[src/ppis_pkg.sv]
// Shared types and constants for the PID controller with integral separation.
`default_nettype none

package ppis_pkg;

    // fixed formats
    localparam int SAMPLE_W = 16;
    localparam int FRAC_W   = 8;
    localparam int GAIN_W   = 16;
    localparam int SUM_W    = 32;
    localparam int LIM_W    = 31;
    localparam int THR_W    = 17;
    localparam int DRIVE_W  = 32;

    // derived datapath widths
    localparam int ERR_W  = SAMPLE_W + 1;
    localparam int DIFF_W = SAMPLE_W + 2;
    localparam int CMP_W  = (ERR_W > THR_W) ? ERR_W : THR_W;
    localparam int SSUM_W = ((SUM_W > ERR_W) ? SUM_W : ERR_W) + 1;
    localparam int PP_W   = GAIN_W + ERR_W;
    localparam int PI_W   = GAIN_W + SUM_W;
    localparam int PD_W   = GAIN_W + DIFF_W;
    localparam int PMAX_W = (PI_W > PD_W) ? ((PI_W > PP_W) ? PI_W : PP_W)
                                          : ((PD_W > PP_W) ? PD_W : PP_W);
    localparam int ACC_W  = PMAX_W + 2;
    localparam int Y_W    = ACC_W - FRAC_W;

    // register bus
    localparam int ADDR_W = 5;
    localparam int DATA_W = 32;
    localparam int IDX_W  = 3;

    typedef enum logic [IDX_W-1:0] {
        REG_SETPOINT = 3'd0,
        REG_GAIN_P   = 3'd1,
        REG_GAIN_I   = 3'd2,
        REG_GAIN_D   = 3'd3,
        REG_LIMIT    = 3'd4,
        REG_THRESH   = 3'd5
    } t_reg_idx;

    typedef struct packed {
        logic signed [SAMPLE_W-1:0] setpoint;
        logic signed [GAIN_W-1:0]   gain_p;
        logic signed [GAIN_W-1:0]   gain_i;
        logic signed [GAIN_W-1:0]   gain_d;
        logic        [LIM_W-1:0]    limit;
        logic        [THR_W-1:0]    thresh;
    } t_cfg;

    // error stage -> multiply stage
    typedef struct packed {
        logic signed [ERR_W-1:0]  err;
        logic signed [SUM_W-1:0]  sum;
        logic signed [DIFF_W-1:0] diff;
        logic                     integ;
    } t_err_stage;

    // multiply stage -> output stage
    typedef struct packed {
        logic signed [PP_W-1:0] prod_p;
        logic signed [PI_W-1:0] prod_i;
        logic signed [PD_W-1:0] prod_d;
        logic                   integ;
    } t_mul_stage;

endpackage

`default_nettype wire

[src/ppis_regs.sv]
// Configuration register file with APB-style access.
`default_nettype none

module ppis_regs (
    input  wire logic                         i_clk,
    input  wire logic                         i_rst_n,
    input  wire logic                         psel,
    input  wire logic                         penable,
    input  wire logic                         pwrite,
    input  wire logic [ppis_pkg::ADDR_W-1:0]  paddr,
    input  wire logic [ppis_pkg::DATA_W-1:0]  pwdata,
    output logic      [ppis_pkg::DATA_W-1:0]  prdata,
    output logic                              pready,
    output ppis_pkg::t_cfg                    o_cfg
);
    import ppis_pkg::*;

    t_cfg     r_cfg;
    t_cfg     n_cfg;
    t_reg_idx w_idx;
    logic     w_wr;

    assign w_idx  = t_reg_idx'(paddr[ADDR_W-1:2]);
    assign w_wr   = psel && penable && pwrite;
    assign pready = 1'b1;
    assign o_cfg  = r_cfg;

    always_comb begin
        n_cfg = r_cfg;
        if (w_wr) begin
            case (w_idx)
                REG_SETPOINT: n_cfg.setpoint = pwdata[SAMPLE_W-1:0];
                REG_GAIN_P:   n_cfg.gain_p   = pwdata[GAIN_W-1:0];
                REG_GAIN_I:   n_cfg.gain_i   = pwdata[GAIN_W-1:0];
                REG_GAIN_D:   n_cfg.gain_d   = pwdata[GAIN_W-1:0];
                REG_LIMIT:    n_cfg.limit    = pwdata[LIM_W-1:0];
                REG_THRESH:   n_cfg.thresh   = pwdata[THR_W-1:0];
                default:      n_cfg = r_cfg;
            endcase
        end
    end

    always_comb begin
        case (w_idx)
            REG_SETPOINT: prdata = DATA_W'(unsigned'(r_cfg.setpoint));
            REG_GAIN_P:   prdata = DATA_W'(unsigned'(r_cfg.gain_p));
            REG_GAIN_I:   prdata = DATA_W'(unsigned'(r_cfg.gain_i));
            REG_GAIN_D:   prdata = DATA_W'(unsigned'(r_cfg.gain_d));
            REG_LIMIT:    prdata = DATA_W'(r_cfg.limit);
            REG_THRESH:   prdata = DATA_W'(r_cfg.thresh);
            default:      prdata = '0;
        endcase
    end

    always_ff @(posedge i_clk) begin
        if (!i_rst_n) begin
            r_cfg <= '0;
        end else begin
            r_cfg <= n_cfg;
        end
    end

endmodule

`default_nettype wire

[src/ppis_err.sv]
// Error stage: error, integral separation, clamped integrator and derivative term.
`default_nettype none

module ppis_err (
    input  wire logic                           i_clk,
    input  wire logic                           i_rst_n,
    input  wire ppis_pkg::t_cfg                 i_cfg,
    input  wire logic                           i_valid,
    input  wire logic [ppis_pkg::SAMPLE_W-1:0]  i_fb,
    output logic                                o_ready,
    output logic                                o_valid,
    output ppis_pkg::t_err_stage                o_data,
    input  wire logic                           i_ready
);
    import ppis_pkg::*;

    logic                     r_v;
    t_err_stage               r_data;
    logic signed [SUM_W-1:0]  r_sum;
    logic signed [ERR_W-1:0]  r_prev;

    logic                     w_take;
    logic signed [ERR_W-1:0]  w_err;
    logic        [ERR_W-1:0]  w_mag;
    logic                     w_integ;
    logic signed [SSUM_W-1:0] w_add;
    logic signed [SSUM_W-1:0] w_lim;
    logic signed [SSUM_W-1:0] w_clamp;
    logic signed [SUM_W-1:0]  n_sum;
    logic signed [DIFF_W-1:0] w_diff;

    assign o_ready = !r_v || i_ready;
    assign w_take  = i_valid && o_ready;
    assign o_valid = r_v;
    assign o_data  = r_data;

    always_comb begin
        w_err   = ERR_W'($signed(i_cfg.setpoint)) - ERR_W'($signed(i_fb));
        w_mag   = w_err[ERR_W-1] ? unsigned'(-w_err) : unsigned'(w_err);
        w_integ = CMP_W'(w_mag) < CMP_W'(i_cfg.thresh);
        w_add   = SSUM_W'(r_sum) + SSUM_W'(w_err);
        w_lim   = SSUM_W'($signed({1'b0, i_cfg.limit}));
        w_clamp = w_add;
        // upper bound first; a zero limit then pins the sum to zero
        if (w_add >= w_lim) begin
            w_clamp = w_lim;
        end
        if (w_clamp <= -w_lim) begin
            w_clamp = -w_lim;
        end
        n_sum  = w_integ ? w_clamp[SUM_W-1:0] : '0;
        w_diff = DIFF_W'(w_err) - DIFF_W'(r_prev);
    end

    always_ff @(posedge i_clk) begin
        if (!i_rst_n) begin
            r_v    <= 1'b0;
            r_sum  <= '0;
            r_prev <= '0;
        end else begin
            if (w_take) begin
                r_v    <= 1'b1;
                r_sum  <= n_sum;
                r_prev <= w_err;
            end else if (i_ready) begin
                r_v <= 1'b0;
            end
        end
    end

    always_ff @(posedge i_clk) begin
        if (w_take) begin
            r_data.err   <= w_err;
            r_data.sum   <= n_sum;
            r_data.diff  <= w_diff;
            r_data.integ <= w_integ;
        end
    end

    a_clear_outside: assert property (@(posedge i_clk) disable iff (!i_rst_n)
        w_take && !w_integ |=> r_sum == '0)
        else $error("integrator not cleared outside separation band");

    a_prev_update: assert property (@(posedge i_clk) disable iff (!i_rst_n)
        w_take |=> r_prev == $past(w_err) && r_data.sum == r_sum)
        else $error("state and forwarded sum disagree");

    a_sum_bounded: assert property (@(posedge i_clk) disable iff (!i_rst_n)
        w_take && w_integ |=>
            (SSUM_W'(r_sum) <= SSUM_W'($signed({1'b0, $past(i_cfg.limit)})))
            && (SSUM_W'(r_sum) >= -SSUM_W'($signed({1'b0, $past(i_cfg.limit)}))))
        else $error("integrator outside limit");

endmodule

`default_nettype wire

[src/ppis_mul.sv]
// Multiply stage: the three gain products.
`default_nettype none

module ppis_mul (
    input  wire logic                 i_clk,
    input  wire logic                 i_rst_n,
    input  wire ppis_pkg::t_cfg       i_cfg,
    input  wire logic                 i_valid,
    input  wire ppis_pkg::t_err_stage i_data,
    output logic                      o_ready,
    output logic                      o_valid,
    output ppis_pkg::t_mul_stage      o_data,
    input  wire logic                 i_ready
);
    import ppis_pkg::*;

    logic       r_v;
    t_mul_stage r_data;
    t_mul_stage n_data;
    logic       w_take;

    assign o_ready = !r_v || i_ready;
    assign w_take  = i_valid && o_ready;
    assign o_valid = r_v;
    assign o_data  = r_data;

    always_comb begin
        n_data.prod_p = PP_W'($signed(i_cfg.gain_p)) * PP_W'($signed(i_data.err));
        n_data.prod_i = PI_W'($signed(i_cfg.gain_i)) * PI_W'($signed(i_data.sum));
        n_data.prod_d = PD_W'($signed(i_cfg.gain_d)) * PD_W'($signed(i_data.diff));
        n_data.integ  = i_data.integ;
    end

    always_ff @(posedge i_clk) begin
        if (!i_rst_n) begin
            r_v <= 1'b0;
        end else if (w_take) begin
            r_v <= 1'b1;
        end else if (i_ready) begin
            r_v <= 1'b0;
        end
    end

    always_ff @(posedge i_clk) begin
        if (w_take) begin
            r_data <= n_data;
        end
    end

endmodule

`default_nettype wire

[src/ppis_out.sv]
// Output stage: sum of products, fraction shift, 32-bit saturation, result register.
`default_nettype none

module ppis_out (
    input  wire logic                          i_clk,
    input  wire logic                          i_rst_n,
    input  wire logic                          i_valid,
    input  wire ppis_pkg::t_mul_stage          i_data,
    output logic                               o_ready,
    output logic                               o_valid,
    output logic [ppis_pkg::DRIVE_W-1:0]       o_drive,
    output logic                               o_integrating,
    output logic                               o_saturated,
    input  wire logic                          i_stall
);
    import ppis_pkg::*;

    localparam logic signed [Y_W-1:0] Y_MAX =
        {{(Y_W-DRIVE_W+1){1'b0}}, {(DRIVE_W-1){1'b1}}};
    localparam logic signed [Y_W-1:0] Y_MIN =
        {{(Y_W-DRIVE_W+1){1'b1}}, {(DRIVE_W-1){1'b0}}};

    logic                     r_v;
    logic [DRIVE_W-1:0]       r_drive;
    logic                     r_integ;
    logic                     r_sat;

    logic                     w_take;
    logic signed [ACC_W-1:0]  w_acc;
    logic signed [Y_W-1:0]    w_y;
    logic [DRIVE_W-1:0]       n_drive;
    logic                     n_sat;

    assign o_ready       = !r_v || !i_stall;
    assign w_take        = i_valid && o_ready;
    assign o_valid       = r_v;
    assign o_drive       = r_drive;
    assign o_integrating = r_integ;
    assign o_saturated   = r_sat;

    always_comb begin
        w_acc = ACC_W'($signed(i_data.prod_p)) + ACC_W'($signed(i_data.prod_i))
              + ACC_W'($signed(i_data.prod_d));
        // arithmetic shift: floor rounding
        w_y = Y_W'(w_acc >>> FRAC_W);
        if (w_y > Y_MAX) begin
            n_drive = Y_MAX[DRIVE_W-1:0];
            n_sat   = 1'b1;
        end else if (w_y < Y_MIN) begin
            n_drive = Y_MIN[DRIVE_W-1:0];
            n_sat   = 1'b1;
        end else begin
            n_drive = w_y[DRIVE_W-1:0];
            n_sat   = 1'b0;
        end
    end

    always_ff @(posedge i_clk) begin
        if (!i_rst_n) begin
            r_v <= 1'b0;
        end else if (w_take) begin
            r_v <= 1'b1;
        end else if (!i_stall) begin
            r_v <= 1'b0;
        end
    end

    always_ff @(posedge i_clk) begin
        if (w_take) begin
            r_drive <= n_drive;
            r_integ <= i_data.integ;
            r_sat   <= n_sat;
        end
    end

endmodule

`default_nettype wire

[src/positional_pid_integral_separation.sv]
// Top level: positional PID controller with integral separation.
//
// Usage
//   Feedback samples come in on i_in_valid / o_in_stall with i_feedback; one
//   result per sample leaves on o_out_valid / i_out_stall with o_drive,
//   o_integrating and o_saturated. A transfer happens on a rising edge with
//   valid high and stall low.
//   Gains, setpoint, integral limit and separation threshold are written over
//   the APB-style port (register i at byte address 4*i) while no sample is
//   in flight; pready is tied high.
//   Pipeline: four register stages (input, error/integrator, products,
//   result).
//   Throughput: one sample per cycle while i_out_stall is low. The integrator
//   and last-error state close their loop inside the error stage, so samples
//   may follow back to back.
//   Stall: each stage fills its bubble; with i_out_stall held, up to four
//   samples are held before o_in_stall rises.
//   Reset (synchronous, active low): valid flags and configuration registers
//   zero, integrator and last error cleared, pipeline empty.
`default_nettype none

module positional_pid_integral_separation (
    input  wire logic                          i_clk,
    input  wire logic                          i_rst_n,
    // configuration port
    input  wire logic                          psel,
    input  wire logic                          penable,
    input  wire logic                          pwrite,
    input  wire logic [ppis_pkg::ADDR_W-1:0]   paddr,
    input  wire logic [ppis_pkg::DATA_W-1:0]   pwdata,
    output logic      [ppis_pkg::DATA_W-1:0]   prdata,
    output logic                               pready,
    // sample channel
    input  wire logic                          i_in_valid,
    output logic                               o_in_stall,
    input  wire logic [ppis_pkg::SAMPLE_W-1:0] i_feedback,
    // result channel
    output logic                               o_out_valid,
    input  wire logic                          i_out_stall,
    output logic      [ppis_pkg::DRIVE_W-1:0]  o_drive,
    output logic                               o_integrating,
    output logic                               o_saturated
);
    import ppis_pkg::*;

    t_cfg                 w_cfg;

    // input register
    logic                 r_in_v;
    logic [SAMPLE_W-1:0]  r_fb;
    logic                 w_in_take;

    // stage links
    logic                 w_err_ready;
    logic                 w_err_valid;
    t_err_stage           w_err_data;
    logic                 w_mul_ready;
    logic                 w_mul_valid;
    t_mul_stage           w_mul_data;
    logic                 w_out_ready;

    ppis_regs u_regs (
        .i_clk   (i_clk),
        .i_rst_n (i_rst_n),
        .psel    (psel),
        .penable (penable),
        .pwrite  (pwrite),
        .paddr   (paddr),
        .pwdata  (pwdata),
        .prdata  (prdata),
        .pready  (pready),
        .o_cfg   (w_cfg)
    );

    // input register takes a sample whenever it is empty or draining
    assign o_in_stall = r_in_v && !w_err_ready;
    assign w_in_take  = i_in_valid && !o_in_stall;

    always_ff @(posedge i_clk) begin
        if (!i_rst_n) begin
            r_in_v <= 1'b0;
        end else if (w_in_take) begin
            r_in_v <= 1'b1;
        end else if (w_err_ready) begin
            r_in_v <= 1'b0;
        end
    end

    always_ff @(posedge i_clk) begin
        if (w_in_take) begin
            r_fb <= i_feedback;
        end
    end

    ppis_err u_err (
        .i_clk   (i_clk),
        .i_rst_n (i_rst_n),
        .i_cfg   (w_cfg),
        .i_valid (r_in_v),
        .i_fb    (r_fb),
        .o_ready (w_err_ready),
        .o_valid (w_err_valid),
        .o_data  (w_err_data),
        .i_ready (w_mul_ready)
    );

    ppis_mul u_mul (
        .i_clk   (i_clk),
        .i_rst_n (i_rst_n),
        .i_cfg   (w_cfg),
        .i_valid (w_err_valid),
        .i_data  (w_err_data),
        .o_ready (w_mul_ready),
        .o_valid (w_mul_valid),
        .o_data  (w_mul_data),
        .i_ready (w_out_ready)
    );

    ppis_out u_out (
        .i_clk         (i_clk),
        .i_rst_n       (i_rst_n),
        .i_valid       (w_mul_valid),
        .i_data        (w_mul_data),
        .o_ready       (w_out_ready),
        .o_valid       (o_out_valid),
        .o_drive       (o_drive),
        .o_integrating (o_integrating),
        .o_saturated   (o_saturated),
        .i_stall       (i_out_stall)
    );

endmodule

`default_nettype wire
[config.mk]
export PLATFORM = sky130hd
export DESIGN_NAME = positional_pid_integral_separation
export DESIGN_NICKNAME = d
export VERILOG_FILES = /design/src/ppis_pkg.sv /design/src/ppis_regs.sv /design/src/ppis_err.sv /design/src/ppis_mul.sv /design/src/ppis_out.sv /design/src/positional_pid_integral_separation.sv
export SDC_FILE = /design/constraint.sdc
export NUM_CORES = 2
export LEC_CHECK = 0
export ABC_AREA = 0
export BUFFER_PORTS_ARGS = -buffer_cell sky130_fd_sc_hd__buf_4
export CELL_PAD_IN_SITES_DETAIL_PLACEMENT = 1
export CELL_PAD_IN_SITES_GLOBAL_PLACEMENT = 2
export CORE_AREA = 2 2 502 504
export DETAILED_ROUTE_END_ITERATION = 10
export DIE_AREA = 0 0 504 506
export PLACE_DENSITY_LB_ADDON = 0.1
export SLEW_MARGIN = 10
export SYNTH_ARGS = -nofsm -noshare
export SYNTH_HDL_FRONTEND = slang
export SYNTH_SLANG_ARGS = --single-unit
export TNS_END_PERCENT = 5
[constraint.sdc]
create_clock -name i_clk -period 28.4 [get_ports i_clk]
set_input_delay 2.84 -clock i_clk [delete_from_list [all_inputs] [get_ports i_clk]]
set_output_delay 2.84 -clock i_clk [all_outputs]
set_load 0.005 [all_outputs]
Yosys cells after proc, flatten, opt, wreduce, memory -nomap -nowiden
Index checks and enable logic that the tools add are counted.
{"block": "op_classes", "addsub": 7, "mux": 15, "n_lt_le_gt_ge": 5, "eq_ne": 6, "n_reduce_logical": 26, "multipliers": 3}
{"cell": "one-hot mux 31 bit (6 select lines)", "count": 1}
{"cell": "2-to-1 mux 32 bit", "count": 3}
{"cell": "adder 49 x 34 -> 50 bit", "count": 1}
{"cell": "adder 33 x 48 -> 49 bit", "count": 1}
{"cell": "multiplier 16 x 32 -> 48 bit", "count": 1}
{"cell": "greater-than comparator 42 x 32 -> 1 bit (second input constant)", "count": 1}
{"cell": "< comparator 42 x 32 -> 1 bit (second input constant)", "count": 1}
{"cell": "multiplier 16 x 18 -> 34 bit", "count": 1}
{"cell": "adder 32 x 17 -> 33 bit", "count": 1}
{"cell": "greater-or-equal comparator 33 x 32 -> 1 bit", "count": 1}
{"cell": "less-or-equal comparator 33 bit", "count": 1}
{"cell": "multiplier 16 x 17 -> 33 bit", "count": 1}
{"cell": "2-to-1 mux 33 bit", "count": 1}
{"cell": "negation 31 -> 33 bit", "count": 1}
{"cell": "subtractor 17 x 17 -> 18 bit", "count": 1}
{"cell": "< comparator 17 bit", "count": 1}
{"cell": "2-to-1 mux 17 bit", "count": 1}
{"cell": "negation 17 bit", "count": 1}
{"cell": "subtractor 16 x 16 -> 17 bit", "count": 1}
{"cell": "AND reduction 2 bit", "count": 6}
{"cell": "2-to-1 mux 1 bit", "count": 9}
{"cell": "logical AND 1 bit", "count": 7}
{"cell": "equality test 3 x 2 -> 1 bit (second input constant)", "count": 2}
{"cell": "equality test 3 bit (second input constant)", "count": 2}
{"cell": "other kinds (6)", "count": 15}
{"block": "word_totals", "register_bits": 399, "inputBits": 60, "output_inout_bits": 69, "wordCells": 86}

Longest topological paths before layout
{"block": "depth", "word_depth": 9, "mapped_depth": 54, "ltp_nobuf": 49}

By module
Synthesis repeated with hierarchy kept, for this count alone.
{"block": "hier_totals", "hier_cells": 6931, "hier_area_um2": 64222.8}
{"mod": "ppis_mul", "area_each_um2": 42107.9, "instances": 1, "cells_per_inst": 4457}
{"mod": "ppis_err", "area_each_um2": 10988.0, "instances": 1, "cells_per_inst": 1310}
{"mod": "ppis_out", "area_each_um2": 5516.5, "instances": 1, "cells_per_inst": 621}
{"mod": "ppis_regs", "area_each_um2": 5082.4, "instances": 1, "cells_per_inst": 523}
{"mod": "positional_pid_integral_separation", "area_each_um2": 528.0, "instances": 1, "cells_per_inst": 20}

Worst setup path before layout
Ideal clock, no wire load.
{"block": "synth_path", "kind": "register -> register", "from": "reg r_fb[2]", "to": "reg u_err.r_data, in the netlist u_err.o_data[22] (data pin)", "slack_ns": 18.288, "period_less_slack_ns": 10.112, "path_buffers": 5, "required_ns": 28.146, "arrival_time_ns": 9.858, "path_stages_with_launch": 50, "path_cell_list": "edfxtp_1 inv_1 ha_1 nor2b_1 o21ai_1 a21boi_0 o21ai_0 a21boi_1 o21ai_1 a21oi_1 o211a_1 o31a_1 o22a_1 inv_1 clkbuf_1 ha_1 a21oi_1 nor2b_1 (+14 left out) mux2i_1 or2_1 buf_6 buf_6 mux2_4 ha_1 a21o_1 a21o_1 a21oi_1 o21a_1 o211ai_1 a221o_1 a2111o_1 a21oi_1 clkbuf_1 nor2_1 clkbuf_1 a21o_1"}
{"block": "synth_via", "elab_chain_len": 7, "elab_cells_between_ends": 10, "cone_classes": "3 x add/sub; 3 x order compare; 4 x mux"}
{"element": "from (decl)", "line": "positional_pid_integral_separation.sv:50", "source": "logic [SAMPLE_W-1:0] r_fb;"}
{"element": "from (signal assigned)", "line": "positional_pid_integral_separation.sv:91", "source": "r_fb <= i_feedback;"}
{"element": "subtractor 16 x 16 -> 17 bit (*)", "line": "ppis_err.sv:38", "source": "w_err = ERR_W'($signed(i_cfg.setpoint)) - ERR_W'($signed(i_fb));"}
{"element": "net u_err.w_err[16]", "line": "ppis_err.sv:23", "source": "logic signed [ERR_W-1:0] w_err;"}
{"element": "adder 32 x 17 -> 33 bit", "line": "ppis_err.sv:41", "source": "w_add = SSUM_W'(r_sum) + SSUM_W'(w_err);"}
{"element": "greater-or-equal comparator 33 x 32 -> 1 bit", "line": "ppis_err.sv:45", "source": "if (w_add >= w_lim) begin"}
{"element": "2-to-1 mux 33 bit", "line": "ppis_err.sv:45"}
{"element": "less-or-equal comparator 33 bit", "line": "ppis_err.sv:48", "source": "if (w_clamp <= -w_lim) begin"}
{"element": "2-to-1 mux 32 bit", "line": "ppis_err.sv:48"}
{"element": "2-to-1 mux 32 bit (*)", "line": "ppis_err.sv:51", "source": "n_sum = w_integ ? w_clamp[SUM_W-1:0] : '0;"}
{"element": "net u_err.n_sum[3]", "line": "ppis_err.sv:29", "source": "logic signed [SUM_W-1:0] n_sum;"}
{"element": "to (decl)", "line": "ppis_err.sv:18", "source": "t_err_stage r_data;"}
The timed path passes the listed nets; every way through them passes the cells marked *.
A chain may end at the register's enable or synchronous reset.

Final worst setup path
{"block": "layout_path", "from": "reg r_fb[0]", "to": "reg u_err.r_sum[23]"}
{"block": "layout_via", "elab_chain_len": 7, "elab_cells_between_ends": 10, "cone_classes": "3 x add/sub; 3 x order compare; 4 x mux"}
{"element": "subtractor 16 x 16 -> 17 bit (*)", "line": "ppis_err.sv:38"}
{"element": "adder 32 x 17 -> 33 bit", "line": "ppis_err.sv:41"}
{"element": "greater-or-equal comparator 33 x 32 -> 1 bit", "line": "ppis_err.sv:45"}
{"element": "2-to-1 mux 33 bit", "line": "ppis_err.sv:45"}
{"element": "less-or-equal comparator 33 bit", "line": "ppis_err.sv:48"}
{"element": "2-to-1 mux 32 bit", "line": "ppis_err.sv:48"}
{"element": "2-to-1 mux 32 bit (*)", "line": "ppis_err.sv:51"}
{"element": "to (signal assigned)", "line": "ppis_err.sv:63", "source": "r_sum <= n_sum;"}
{"element": "to (decl)", "line": "ppis_err.sv:19", "source": "logic signed [SUM_W-1:0] r_sum;"}
Mark *: on every way between the ends. The rest lies on a longest branch, timed or not.

==> impl_metrics.yaml <==
cts:
  cts-root-to-sink-buffers: 3
  post_cts_hold_buffers: 0
  clock_tree.htree_level_count: 2
  ctsResizeCount: 0
  post_cts_buffers: 0
  cts.sinks: 399
  cts-buffers-inserted: 57
  clock_insertion_delay_worst_skew_ns: 0.74
  tritoncts: "built"
  clk_pin_slew_ns: 0.06
  cts_root_buf: "sky130_fd_sc_hd__clkbuf_16"
floorplan:
  die_height_um: 506
  die-area_um2: 255000
  core_area_um2: 250000
  design.portCount: 129
  dieWidth_um: 504
  start_util_pct: 24.9
  row_count: 184
power_and_ir_drop:
  max-vdd-ir-drop_mv: 0.0566
  power-per-cell-area_nw_per_um2: 29.9
  fin_total_pwr_uw: 2070
  p_leak_uw: 0.0283
sta:
  timing_worst_slew_pin_value_ns: 1.10
  fin_crit_ns: 12.95
  timing.clock.skew_ns: 0.0737
  hold-worst-slack_ns: 0.425
  maxClockFrequency_mhz: 77.2
  tns_ns: 0
  final-setup-viol-count: 0
  final-max-slew-violation-count: 0
  slew_headroom_pct: 26.4
  rsz0062_at_grt: "no"
  finalHoldViolations: 0
  crit_share_post_route_pct: 45.6
setup_path:
  critPathLaunch: "r_fb[0]"
  critical_path.max_fanout: 31
  rr_endpoint: "u_err.r_sum[23]"
  timing.critical_path.to: "u_err.r_sum[23]"
  critical_path_class: "reg2reg"
  worstSetupPathDepth: 49
  critical_path_arrival_ns: 13.62
  reg2reg_slack_ns: 15.45
  critical_path.startpoint_type: "flop"
  logic_depth_of_the_worst_register_to_register_path: 49
  critPathMaxStageDelay_ns: 0.68
  timing.critical_path.slowest_stage_cell: "sky130_fd_sc_hd__nand2_1"
  reg2reg_from: "r_fb[0]"
  critical_path.top_delay_family: "compound AO/OA/AOI/OAI gates"
  worstPathRequired_ns: 29.07
  end_kind: "flop"
  timing.critical_path.buf_inv: 6
final_layout:
  layout_area_overhead_pct: 11.2
  drive_above_1_share_pct: 6.43
  num-nets-final: 8294
  final_core_utilization_pct: 27.7
  fill_cells: 28800
routing:
  drtAntennaViolNets: 0
  drt-pass1-iter-count: 5
  drc: 0
  dr_total_vias: 45200
  routed_via_density: 4.50
  drt-total-wl_mm: 224
  detail_route.wl_per_cell_um: 22.3
  detailedRoute.firstIterationViolations: 1810
synth:
  flip_flop_and_latch_count_after_synthesis: 399
  asyncSetResetFlopFracSynth_pct: 0
  syn_nets: 8272
  synthesis.instances: 6629
  post_synth_num_cell_types: 91
  ys.warnings.count: 0
  synth-seq-area-share_pct: 16.6
  netlist.area_leader.share_pct: 35.4
  syn_area_um2: 62200
  synth_flop_cell: "sky130_fd_sc_hd__edfxtp_1"
  yosys.area.top_type: "sky130_fd_sc_hd__fa_1"
  syn_avg_cell_area_um2: 9.39
  synth-edff-count: 234
  area_contributors_post_synth: "sky130_fd_sc_hd__fa_1 (35%), sky130_fd_sc_hd__edfxtp_1 (11%), sky130_fd_sc_hd__ha_1 (9.7%)"
run_status:
  run_status: "finished, final reports clean"
global_routing:
  wire_length_of_the_first_global_routing_pass_mm: 341
  number_of_antenna_violations_at_the_first_check_in_global_routing: 5
  grt_start_max_net_pins: 81
  first_global_vias: 51500
  grt_remaining_overflow: 0
  grt_use_total_pct: 17.7
placement:
  gp_congestion: 0.790
  port_buffer_count: 123
  hpwl_mm: 178
hold_path:
  worst_hold_path_class: "reg2reg"
job:
  drv_cap: 0
[through the flow]
stage,worst slack (ns),instance area (um^2),std cells
after floorplan,18.29,62200,6629
after global placement,15.13,67200,9940
after detailed placement,15.22,67200,9940
after CTS,15.14,69200,10000
after global routing,14.26,69200,10100
final,15.45,69200,10100
[power by group]
part	switching, uW	total [uW]	internal (uW)
Sequential	53.2	700	647
Combinational	382	601	219
Clock	325	766	441
Total	761	2070	1310
[synth_stat cells, drive strengths merged, types with 17 or more instances]
library cell / instances
ha: 481
nor2b: 42
dfxtp: 165
nand4: 28
a21o: 129
nand2: 1008
o21a: 34
fa: 1102
a22oi: 50
and3: 27
a221o: 22
mux2: 22
o21ai: 179
nand3: 60
clkbuf: 259
buf: 19
or3: 22
a21boi: 145
xor2: 75
nor3: 72
o21bai: 19
a21oi: 186
a211oi: 17
inv: 1221
edfxtp: 234
and2: 419
nor2: 135
xnor2: 171
nand2b: 91
[sequential cells by signal (all words and copies together), names as in the netlist, 16 cells and up]
register	count
u_out.o_drive	32
u_regs.o_cfg	112
r_fb	16
u_mul.o_data	116
u_err.r_sum	32
u_err.o_data	68
u_err.r_prev	17
[worst min path at each step]
stage | from | endpoint | slack [ns] | cells after the start
2_1_floorplan | u_err.o_data[0] | u_mul.o_data[0] | 0.40 | 0
3_3_place_gp | u_mul.o_data[0] | u_out.o_integrating | 0.40 | 0
5_1_grt | u_err.o_data[0] | u_mul.o_data[0] | 0.43 | 0
3_5_place_dp | u_err.o_data[0] | u_mul.o_data[0] | 0.41 | 0
6_report | u_err.o_data[0] | u_mul.o_data[0] | 0.42 | 0
4_1_cts | u_err.o_data[0] | u_mul.o_data[0] | 0.43 | 0
[final cells by class]
class | instances | area, um^2 | share of cell area, %
clock buffers | 67 | 1480 | 2.14
clock inverters | 41 | 475 | 0.687
flip-flops and latches | 399 | 10300 | 14.9
inverters | 1222 | 4590 | 6.63
multi-input cells | 4730 | 46300 | 66.9
well taps | 3348 | 4190 | 6.05
diodes | 6 | 15.0 | 0.0217
repair buffers | 241 | 1810 | 2.61
[layout by cell type (no fill, tap or decap), drive strengths merged, types with 27 or more instances in the layout]
cell	Yosys	final
and3	27	27
xnor2	171	171
a21oi	186	186
fa	1102	1102
inv	1221	1224
xor2	75	75
a22oi	50	50
nor2b	42	42
o21a	34	34
nor2	135	135
edfxtp	234	234
nor3	72	72
a21o	129	129
and2	419	419
clkbuf	259	67
nand3	60	60
o21ai	179	179
clkinv	1	28
buf	19	241
nand2	1008	1008
a21boi	145	145
nand4	28	28
nand2b	91	91
dfxtp	165	165
ha	481	481
[routing by layer]
| layer | GRT usage [%] | share of wire [%] | up-vias |
|---|---|---|---|
| met3 | 1.46 | 2.3 | 136 |
| met5 | 0 | 0 | - |
| met2 | 29.3 | 46 | 495 |
| li1 | - | - | 20800 |
| met1 | 25.7 | 51 | 23800 |
| met4 | 2.19 | 1.1 | 0 |
[cells by family (layout without fill, tap and decap cells)]
kind of cell,count (synthesis),count (layout),share of synthesized area [%]
adder cells (fa/ha/maj),1583,1583,45.1
XOR/XNOR,246,246,3.46
flip-flops,399,399,16.6
multiplexers,31,31,0.633
buffers and inverters,1500,1571,9.16
other,2,8,0.0121
AND/OR/NAND/NOR,1967,1967,15.1
AO/OA/AOI/OAI,901,901,9.93
Note: power is estimated with default switching activity, not from simulation.
